==> config.mk <==
export PLATFORM = sky130hd
export DESIGN_NAME = affinity_work_stealing_scheduler
export DESIGN_NICKNAME = d
export VERILOG_FILES = /design/src/rtl/awss_pkg.sv /design/src/rtl/affinity_work_stealing_scheduler.sv
export SDC_FILE = /design/constraint.sdc
export NUM_CORES = 2
export LEC_CHECK = 0
export BUFFER_PORTS_ARGS = -buffer_cell sky130_fd_sc_hd__buf_4
export CORE_AREA = 2 2 291 293
export CTS_BUF_LIST = sky130_fd_sc_hd__clkbuf_16
export DETAILED_ROUTE_END_ITERATION = 10
export DIE_AREA = 0 0 293 295
export GPL_TIMING_DRIVEN = 0
export PLACE_DENSITY = 0.66
export SKIP_CTS_REPAIR_TIMING = 1
export SYNTH_ARGS = -nofsm -noshare
export SYNTH_HDL_FRONTEND = slang
export SYNTH_SLANG_ARGS = --single-unit
==> constraint.sdc <==
create_clock -name clk -period 23.5 [get_ports clk]
set_input_delay 0 -clock clk [delete_from_list [all_inputs] [get_ports clk]]
set_output_delay 0 -clock clk [all_outputs]
set_load 0.05 [all_outputs]
==> src/rtl/awss_pkg.sv <==
// shared types and constants of the affinity work-stealing chunk scheduler
package awss_pkg;

	// worker count register width, apb address and data widths, register reset values
	localparam int WIU_W         = 4;
	localparam int PADDR_W       = 3;
	localparam int APB_DW        = 32;
	localparam int TOTAL_RESET   = 1024;
	localparam int WORKERS_RESET = 8;

	// command codes
	localparam logic CMD_START  = 1'b0;
	localparam logic CMD_FINISH = 1'b1;

	// register index, taken from paddr above the byte offset
	typedef logic [PADDR_W-3:0] reg_idx_t;
	localparam reg_idx_t REG_TOTAL_ITER = 1'b0;
	localparam reg_idx_t REG_WORKERS    = 1'b1;

	// sequencer states
	typedef enum logic [3:0] {
		ST_IDLE,
		ST_DIV,
		ST_ST_EACH,
		ST_ST_RANGE,
		ST_ST_EMIT,
		ST_FN_READ,
		ST_FN_CHUNK,
		ST_SR_READ,
		ST_SR_CMP,
		ST_SR_END,
		ST_SL_FIND,
		ST_SL_EMIT
	} state_t;

endpackage

==> src/rtl/affinity_work_stealing_scheduler.sv <==
// affinity loop scheduler with work stealing: top level
//
// command channel (cmd_valid / cmd_stall, fields command and worker_id): a start
// word splits total_iterations into workers_in_use equal ranges and returns one
// result word per worker, the last of them marked with last. a finished word
// from a worker returns exactly one result word: its next chunk, a chunk stolen
// from the busiest worker (lowest index on ties), or all_done. a finished word
// from a worker index not in use is taken and returns nothing.
// result channel (res_valid / res_stall): one output register; while the
// receiver stalls, the word holds and the sequencer waits before the next one.
// every ceil division runs on one shared restoring divider, one quotient bit a
// cycle, and that divider sets the timing. the busiest-worker search reads one
// worker at a time from the state memories, in a read state and a compare state.
// one command is worked on at a time; cmd_stall is high until it is finished.
// registers are written over apb (total_iterations at 0, workers_in_use at 4)
// only while the block is idle: a rule on the user, the block does not enforce
// it. reset sets the registers to 1024 and 8 and empties the output register;
// the per-worker state is undefined until a start
module affinity_work_stealing_scheduler
	import awss_pkg::*;
#(
	parameter int MAX_WORKERS = 8,
	parameter int ITER_BITS   = 16
) (
	input  logic                                   clk,
	input  logic                                   arst_n,
	// apb register port
	input  logic                                   psel,
	input  logic                                   penable,
	input  logic                                   pwrite,
	input  logic [PADDR_W-1:0]                     paddr,
	input  logic [APB_DW-1:0]                      pwdata,
	output logic [APB_DW-1:0]                      prdata,
	output logic                                   pready,
	// command channel
	input  logic                                   cmd_valid,
	output logic                                   cmd_stall,
	input  logic                                   command,
	input  logic [((MAX_WORKERS > 1) ? $clog2(MAX_WORKERS) : 1)-1:0] worker_id,
	// result channel
	output logic                                   res_valid,
	input  logic                                   res_stall,
	output logic [((MAX_WORKERS > 1) ? $clog2(MAX_WORKERS) : 1)-1:0] out_worker,
	output logic [ITER_BITS-1:0]                   chunk_first,
	output logic [ITER_BITS-1:0]                   chunk_end,
	output logic                                   all_done,
	output logic                                   last
);

	localparam int IW    = ITER_BITS;
	localparam int WID_W = (MAX_WORKERS > 1) ? $clog2(MAX_WORKERS) : 1;
	localparam int CNT_W = $clog2(MAX_WORKERS + 1);
	localparam int DW    = ITER_BITS + 1;
	localparam int DCW   = $clog2(DW + 1);
	localparam logic [7:0] MAXW8 = 8'(MAX_WORKERS);

	// configuration registers
	logic [IW-1:0]    total_iterations_q;
	logic [WIU_W-1:0] workers_in_use_q;
	logic             cfg_wr;

	// sequencer and datapath registers
	state_t           state_q, state_d, ret_q, ret_d;
	logic [IW-1:0]    each_q, each_d;
	logic [IW-1:0]    b_q, b_d;        // range begin, then chunk begin
	logic [IW-1:0]    l_q, l_d;        // range limit
	logic [IW-1:0]    my_rem_q, my_rem_d;
	logic [IW-1:0]    maxr_q, maxr_d;
	logic [IW-1:0]    steal_q, steal_d;
	logic [WID_W-1:0] w_q, w_d;
	logic [WID_W-1:0] me_q, me_d;
	logic [WID_W-1:0] find_q, find_d;

	// shared divider
	logic [DW-1:0]    div_acc_q;
	logic [WIU_W-1:0] div_rem_q;
	logic [DCW-1:0]   div_cnt_q;
	logic             div_go;
	logic [IW-1:0]    div_x;
	state_t           div_ret;
	logic [WIU_W:0]   div_sh, div_trial;
	logic             div_fits;
	logic [IW-1:0]    div_q;

	// per-worker state memories
	logic [IW-1:0]    rl_mem  [MAX_WORKERS];
	logic [IW-1:0]    rem_mem [MAX_WORKERS];
	logic [IW-1:0]    cb_mem  [MAX_WORKERS];
	logic [IW-1:0]    cl_mem  [MAX_WORKERS];
	logic [IW-1:0]    rd_rl_q, rd_rem_q, rd_cb_q, rd_cl_q;
	logic [WID_W-1:0] raddr, waddr;
	logic             we_rl, we_rem, we_cb, we_cl;
	logic [IW-1:0]    wd_rl, wd_rem, wd_cb, wd_cl;

	// output register
	logic             out_valid_q;
	logic [WID_W-1:0] out_worker_q;
	logic [IW-1:0]    chunk_first_q, chunk_end_q;
	logic             all_done_q, last_q;
	logic             out_free, out_load;
	logic [WID_W-1:0] o_worker;
	logic [IW-1:0]    o_first, o_end;
	logic             o_done, o_last;

	// derived values
	logic [7:0]       p8;
	logic [CNT_W-1:0] p_cnt;
	logic [WIU_W-1:0] p_div;
	logic             me_ok, w_last;
	logic [IW:0]      range_sum;
	logic [IW-1:0]    range_end, fin_raw, fin, fn_take, cb_sum;

	// ---------------------------------------------------------------
	// apb registers
	// ---------------------------------------------------------------
	assign pready = 1'b1;
	assign cfg_wr = psel && penable && pwrite && pready;

	always_ff @(posedge clk or negedge arst_n) begin
		if (!arst_n) begin
			total_iterations_q <= IW'(TOTAL_RESET);
			workers_in_use_q   <= WIU_W'(WORKERS_RESET);
		end else if (cfg_wr) begin
			case (paddr[PADDR_W-1:2])
				REG_TOTAL_ITER: total_iterations_q <= IW'(pwdata[15:0]);
				REG_WORKERS:    workers_in_use_q   <= pwdata[WIU_W-1:0];
				default: ;
			endcase
		end
	end

	always_comb begin
		case (paddr[PADDR_W-1:2])
			REG_TOTAL_ITER: prdata = APB_DW'(total_iterations_q);
			REG_WORKERS:    prdata = APB_DW'(workers_in_use_q);
			default:        prdata = '0;
		endcase
	end

	// effective worker count: zero counts as one, clamped to the worker slots
	assign p8 = (workers_in_use_q == '0) ? 8'd1 :
		(({4'd0, workers_in_use_q} > MAXW8) ? MAXW8 : {4'd0, workers_in_use_q});
	assign p_cnt = p8[CNT_W-1:0];
	assign p_div = p8[WIU_W-1:0];

	assign me_ok  = CNT_W'(worker_id) < p_cnt;
	assign w_last = (CNT_W'(w_q) + CNT_W'(1)) == p_cnt;

	// range end of the current worker at start, clamped to the loop length
	assign range_sum = {1'b0, b_q} + {1'b0, each_q};
	assign range_end = (range_sum > {1'b0, total_iterations_q}) ?
		total_iterations_q : range_sum[IW-1:0];

	// chunk end, clamped to the range limit
	assign fin_raw = b_q + div_q;
	assign fin     = (fin_raw > l_q) ? l_q : fin_raw;
	assign fn_take = fin - b_q;
	assign cb_sum  = rd_cb_q + rd_cl_q;

	// ---------------------------------------------------------------
	// shared restoring divider: ceil(x / p) as (x + p - 1) / p
	// ---------------------------------------------------------------
	assign div_sh    = {div_rem_q, div_acc_q[DW-1]};
	assign div_trial = div_sh - {1'b0, p_div};
	assign div_fits  = !div_trial[WIU_W];
	assign div_q     = div_acc_q[IW-1:0];

	always_ff @(posedge clk) begin
		if (div_go) begin
			div_acc_q <= {1'b0, div_x} + DW'(p_div) - DW'(1);
			div_rem_q <= '0;
			div_cnt_q <= DCW'(DW);
		end else if (state_q == ST_DIV) begin
			div_acc_q <= {div_acc_q[DW-2:0], div_fits};
			div_rem_q <= div_fits ? div_trial[WIU_W-1:0] : div_sh[WIU_W-1:0];
			div_cnt_q <= div_cnt_q - DCW'(1);
		end
	end

	// ---------------------------------------------------------------
	// state memories, one write and one read address a cycle
	// ---------------------------------------------------------------
	always_ff @(posedge clk) begin
		if (we_rl)  rl_mem[waddr]  <= wd_rl;
		if (we_rem) rem_mem[waddr] <= wd_rem;
		if (we_cb)  cb_mem[waddr]  <= wd_cb;
		if (we_cl)  cl_mem[waddr]  <= wd_cl;
	end

	always_ff @(posedge clk) begin
		rd_rl_q  <= rl_mem[raddr];
		rd_rem_q <= rem_mem[raddr];
		rd_cb_q  <= cb_mem[raddr];
		rd_cl_q  <= cl_mem[raddr];
	end

	// ---------------------------------------------------------------
	// sequencer
	// ---------------------------------------------------------------
	assign cmd_stall = (state_q != ST_IDLE);
	assign out_free  = !out_valid_q || !res_stall;

	always_ff @(posedge clk or negedge arst_n) begin
		if (!arst_n) begin
			state_q <= ST_IDLE;
			ret_q   <= ST_IDLE;
		end else begin
			state_q <= state_d;
			ret_q   <= ret_d;
		end
	end

	always_ff @(posedge clk) begin
		each_q   <= each_d;
		b_q      <= b_d;
		l_q      <= l_d;
		my_rem_q <= my_rem_d;
		maxr_q   <= maxr_d;
		steal_q  <= steal_d;
		w_q      <= w_d;
		me_q     <= me_d;
		find_q   <= find_d;
	end

	always_comb begin
		state_d  = state_q;
		ret_d    = ret_q;
		each_d   = each_q;
		b_d      = b_q;
		l_d      = l_q;
		my_rem_d = my_rem_q;
		maxr_d   = maxr_q;
		steal_d  = steal_q;
		w_d      = w_q;
		me_d     = me_q;
		find_d   = find_q;
		div_go   = 1'b0;
		div_x    = '0;
		div_ret  = ST_IDLE;
		raddr    = find_q;
		waddr    = me_q;
		we_rl    = 1'b0;
		we_rem   = 1'b0;
		we_cb    = 1'b0;
		we_cl    = 1'b0;
		wd_rl    = l_q;
		wd_rem   = '0;
		wd_cb    = b_q;
		wd_cl    = '0;
		out_load = 1'b0;
		o_worker = me_q;
		o_first  = b_q;
		o_end    = fin;
		o_done   = 1'b0;
		o_last   = 1'b1;

		case (state_q)
			ST_IDLE: begin
				raddr = worker_id;
				if (cmd_valid) begin
					if (command == CMD_START) begin
						div_go  = 1'b1;
						div_x   = total_iterations_q;
						div_ret = ST_ST_EACH;
					end else if (me_ok) begin
						me_d    = worker_id;
						state_d = ST_FN_READ;
					end
				end
			end
			ST_DIV: begin
				if (div_cnt_q == DCW'(1)) begin
					state_d = ret_q;
				end
			end
			// start: range size, then one range and first chunk per worker
			ST_ST_EACH: begin
				each_d  = div_q;
				b_d     = '0;
				w_d     = '0;
				state_d = ST_ST_RANGE;
			end
			ST_ST_RANGE: begin
				l_d     = range_end;
				div_go  = 1'b1;
				div_x   = range_end - b_q;
				div_ret = ST_ST_EMIT;
			end
			ST_ST_EMIT: begin
				if (out_free) begin
					waddr    = w_q;
					we_rl    = 1'b1;
					we_rem   = 1'b1;
					we_cb    = 1'b1;
					we_cl    = 1'b1;
					wd_rem   = (l_q - b_q) - div_q;
					wd_cl    = div_q;
					out_load = 1'b1;
					o_worker = w_q;
					o_end    = fin_raw;
					o_last   = w_last;
					if (w_last) begin
						state_d = ST_IDLE;
					end else begin
						w_d     = w_q + WID_W'(1);
						b_d     = l_q;
						state_d = ST_ST_RANGE;
					end
				end
			end
			// finished: next chunk of the own range
			ST_FN_READ: begin
				l_d      = rd_rl_q;
				my_rem_d = rd_rem_q;
				b_d      = cb_sum;
				div_go   = 1'b1;
				div_x    = rd_rem_q;
				div_ret  = ST_FN_CHUNK;
			end
			ST_FN_CHUNK: begin
				if (fin > b_q) begin
					if (out_free) begin
						we_cb    = 1'b1;
						we_cl    = 1'b1;
						we_rem   = 1'b1;
						wd_cl    = fn_take;
						wd_rem   = (my_rem_q > fn_take) ? (my_rem_q - fn_take) : '0;
						out_load = 1'b1;
						state_d  = ST_IDLE;
					end
				end else begin
					// own range used up: look for the busiest worker
					we_cb   = 1'b1;
					we_cl   = 1'b1;
					wd_cl   = div_q;
					w_d     = '0;
					maxr_d  = '0;
					find_d  = me_q;
					state_d = ST_SR_READ;
				end
			end
			ST_SR_READ: begin
				raddr   = w_q;
				state_d = ST_SR_CMP;
			end
			ST_SR_CMP: begin
				if (rd_rem_q > maxr_q) begin
					maxr_d = rd_rem_q;
					find_d = w_q;
				end
				if (w_last) begin
					state_d = ST_SR_END;
				end else begin
					w_d     = w_q + WID_W'(1);
					state_d = ST_SR_READ;
				end
			end
			ST_SR_END: begin
				if (find_q == me_q) begin
					if (out_free) begin
						out_load = 1'b1;
						o_first  = '0;
						o_end    = '0;
						o_done   = 1'b1;
						state_d  = ST_IDLE;
					end
				end else begin
					// victim state is read while the steal size is divided
					div_go  = 1'b1;
					div_x   = maxr_q;
					div_ret = ST_SL_FIND;
				end
			end
			// steal: take the block after the victim's current chunk
			ST_SL_FIND: begin
				steal_d = div_q;
				b_d     = cb_sum;
				l_d     = cb_sum + div_q;
				waddr   = find_q;
				we_rem  = 1'b1;
				we_cl   = 1'b1;
				wd_rem  = (maxr_q > div_q) ? (maxr_q - div_q) : '0;
				wd_cl   = rd_cl_q + div_q;
				div_go  = 1'b1;
				div_x   = div_q;
				div_ret = ST_SL_EMIT;
			end
			ST_SL_EMIT: begin
				if (out_free) begin
					we_rl    = 1'b1;
					we_rem   = 1'b1;
					we_cb    = 1'b1;
					we_cl    = 1'b1;
					wd_cl    = div_q;
					wd_rem   = my_rem_q + (steal_q - div_q);
					out_load = 1'b1;
					state_d  = ST_IDLE;
				end
			end
			default: begin
				state_d = ST_IDLE;
			end
		endcase

		if (div_go) begin
			state_d = ST_DIV;
			ret_d   = div_ret;
		end
	end

	// ---------------------------------------------------------------
	// output register
	// ---------------------------------------------------------------
	always_ff @(posedge clk or negedge arst_n) begin
		if (!arst_n) begin
			out_valid_q <= 1'b0;
		end else if (out_load) begin
			out_valid_q <= 1'b1;
		end else if (!res_stall) begin
			out_valid_q <= 1'b0;
		end
	end

	always_ff @(posedge clk) begin
		if (out_load) begin
			out_worker_q  <= o_worker;
			chunk_first_q <= o_first;
			chunk_end_q   <= o_end;
			all_done_q    <= o_done;
			last_q        <= o_last;
		end
	end

	assign res_valid   = out_valid_q;
	assign out_worker  = out_worker_q;
	assign chunk_first = chunk_first_q;
	assign chunk_end   = chunk_end_q;
	assign all_done    = all_done_q;
	assign last        = last_q;

	// ---------------------------------------------------------------
	// assertions
	// ---------------------------------------------------------------
	// a new result word never overwrites one the receiver has not taken
	a_no_overwrite: assert property (@(posedge clk) disable iff (!arst_n)
		out_load |-> out_free)
		else $error("result word overwritten while stalled");

	// the divider is left only after its last quotient bit
	a_div_full: assert property (@(posedge clk) disable iff (!arst_n)
		(state_q == ST_DIV && state_d != ST_DIV) |-> div_cnt_q == DCW'(1))
		else $error("divider left early");

	// a taken start word always makes the block busy, so cmd_stall rises after it
	a_start_busy: assert property (@(posedge clk) disable iff (!arst_n)
		(cmd_valid && !cmd_stall && command == CMD_START) |=> cmd_stall)
		else $error("start word finished at once");

	// the busiest-worker search stays inside the workers in use
	a_search_range: assert property (@(posedge clk) disable iff (!arst_n)
		(state_q == ST_SR_CMP) |-> (CNT_W'(w_q) < p_cnt))
		else $error("search beyond workers in use");

endmodule

==> flow_summary.yaml <==
timing:
  rsz0062_at_grt: "false"
  slew_headroom_pct: -2.007
  skew_ps: 30.50
  fin_ws_ps: 11320
  setup_viol: 0
  finalWorstPathRequiredPeriod_ps: 12180
  tightest_slew_ps: 1530
  whs_ps: -33.55
  slew_viol_final: 11
  fmax_ghz: 0.08210
  fin_tns_setup_ps: 0
  hold_viol_final: 2
  fin_crit_sh_pct: 51.83
floorplanning:
  die_area_sq_um: 86440
  rows: 106
  core_area_sq_um: 83160
  start_util_pct: 49.73
  ios: 118
  die_width_um: 293
  die_y_um: 295
routing:
  route.detailed.drc: 0
  vias: 32240
  firstDrtPassIters: 9
  ant_nets: 0
  drtIter0Drc: 4070
  wl_um: 143300
  wl_per_cell_um: 27.15
  vias_per_cell: 6.106
final_layout:
  instances_no_fill: 5280
  layout_common_cells: "754 x nand2_1, 671 x edfxtp_1, 355 x nand3_1"
  layout_commonest_cell: "nand2_1"
  finalInstanceArea_sq_um: 46990
  fill_cells: 7050
  synthToLayoutAreaGrowth_pct: 13.63
  drive_gt1_share_pct: 9.697
  nNetsFinal: 4480
cts:
  cts_root_buf: "clkbuf_16"
  cts_inserted_buffers: 82
  cts_max_level: 3
  clk_path_buf_depth: 3
  clk_pin_slew_ps: 60
  clkLatencyLatePin_ps: 660
  clock-sinks: 773
  cts_tree: "yes"
synth:
  ys.flop_type: "edfxtp_1"
  synth-edff-count: 671
  synthArstFlopShare_pct: 3.752
  yosysWarnings: 0
  synth_area_sq_um: 41350
  synth_seq_cells: 773
  syn_avg_cell_area_sq_um: 10.63
  synth_cells: 3891
  yosysSeqAreaShare_pct: 54.02
  yosysUniqueCellTypes: 100
worst_setup_path:
  cpMaxStageDelayCell: "o21ai_0"
  path_class: "register to register"
  cp-end-kind: "register"
  critPathRequiredTime_ps: 23790
  crit_fanout: 10
  cp.arrival_ps: 12470
  critPathMaxStageDelay_ps: 930
  cp-start-kind: "register"
global_routing:
  antenna_found_initial: 7
  grt_pass1_wl_um: 204300
  overflow: 0
  grt_max_degree: 39
  track_usage_pct: 32.89
  grt_pass1_vias: 29980
placement:
  place_area_sq_um: 43970
  port_buffers: 82
  dp_hpwl_um: 107000
  post-place-ws_ps: 11810
  placedCellCount: 5097
  gp_congestion: 1.010
status:
  violations: "negative hold slack, max-capacitance violations, max-slew violations"
  status: "finished with violations"
run:
  drv_cap: 2
worst_hold_path:
  hold_class: "input port to register"
## per-layer routing
metal / GRT usage [%] / vias up / share of wire, %
met1: 44.48 / 15760 / 40
li1: - / 14370 / -
met5: 0 / - / 0.032
met3: 5.969 / 405 / 9.9
met2: 49.68 / 1703 / 43
met4: 19.67 / 6 / 7.1
## stage by stage
step / util (%) / hold WS, ps
2_1_floorplan: - / -295.6
3_3_place_gp: 52.16 / -40.63
3_5_place_dp: 52.87 / -42.08
4_1_cts: 56.13 / -731.2
5_1_grt: 56.50 / 43.00
6_report: 56.51 / -33.55
## cell families (layout without fill, tap and decap cells)
group / after synthesis / count (layout) / share of synthesized area [%]
multiplexers: 53 / 53 / 1.413
XOR/XNOR: 171 / 171 / 3.622
AO/OA/AOI/OAI: 657 / 657 / 10.73
flip-flops: 773 / 773 / 54.02
buffers and inverters: 404 / 695 / 3.930
other: 2 / 20 / 0.01816
adder cells (fa/ha/maj): 304 / 304 / 9.960
AND/OR/NAND/NOR: 1527 / 1527 / 16.31
## state kept, by name, indices dropped and copies added, names as in the netlist, 17 cells and up
signal     flops
cb_mem       128
cl_mem       128
rem_mem      128
rl_mem       128
div_acc_q     17
## worst paths after layout
| check | start | end | slack (ps) | cells after the start |
|---|---|---|---|---|
| max in group asynchronous | arst_n | total_iterations_q[14] | 22800 | 4 |
| max reg2reg | div_acc_q[2] | rem_mem[3][0] | 11320 | 33 |
| min in group asynchronous | arst_n | workers_in_use_q[3] | 490 | 3 |
| min | command | state_q[3] | -30 | 5 |
| max | div_acc_q[2] | rem_mem[3][0] | 11320 | 33 |
| min reg2reg | ret_q[0] | ret_q[0] | 500 | 2 |
## cells in the mapped netlist, drive strengths merged, types with 50 or more instances
cell / number / share of area [%]
inv: 228 / 2.1
a21oi: 134 / 1.7
o21ai: 180 / 2.2
nand3: 355 / 4.3
ha: 262 / 7.9
buf: 72 / 0.92
nor3: 50 / 0.64
nand2: 757 / 6.9
clkbuf: 104 / 0.94
dfxtp: 73 / 3.5
nor2: 203 / 1.8
edfxtp: 671 / 49
xnor2: 114 / 2.4
xor2: 57 / 1.2
a21o: 67 / 1.2
## critical path: cells and delay by family (launching register included)
kind            cells  cell delay [ps]
buf+inv             4             1460
xor+xnor            2             1090
simple gates        5             1720
compound gates     17             4980
fa+ha+maj           4             1380
flops               1              870
mux                 1              290
## area by class of cell
| cell class | count | area, sq um | share of cell area, % |
|---|---|---|---|
| Sequential cell | 773 | 22340 | 47.54 |
| Inverter | 228 | 855.8 | 1.821 |
| Multi-Input combinational cell | 2729 | 17540 | 37.34 |
| Clock buffer | 82 | 2052 | 4.367 |
| Clock inverter | 69 | 660.6 | 1.406 |
| Tap cell | 1080 | 1351 | 2.876 |
| Antenna cell | 3 | 7.507 | 0.01598 |
| Buffer | 176 | 773.2 | 1.646 |
| Timing Repair Buffer | 140 | 1406 | 2.993 |
Power is not shown: default switching activity piles up to over one toggle a cycle in this logic, so the estimate is an artifact.
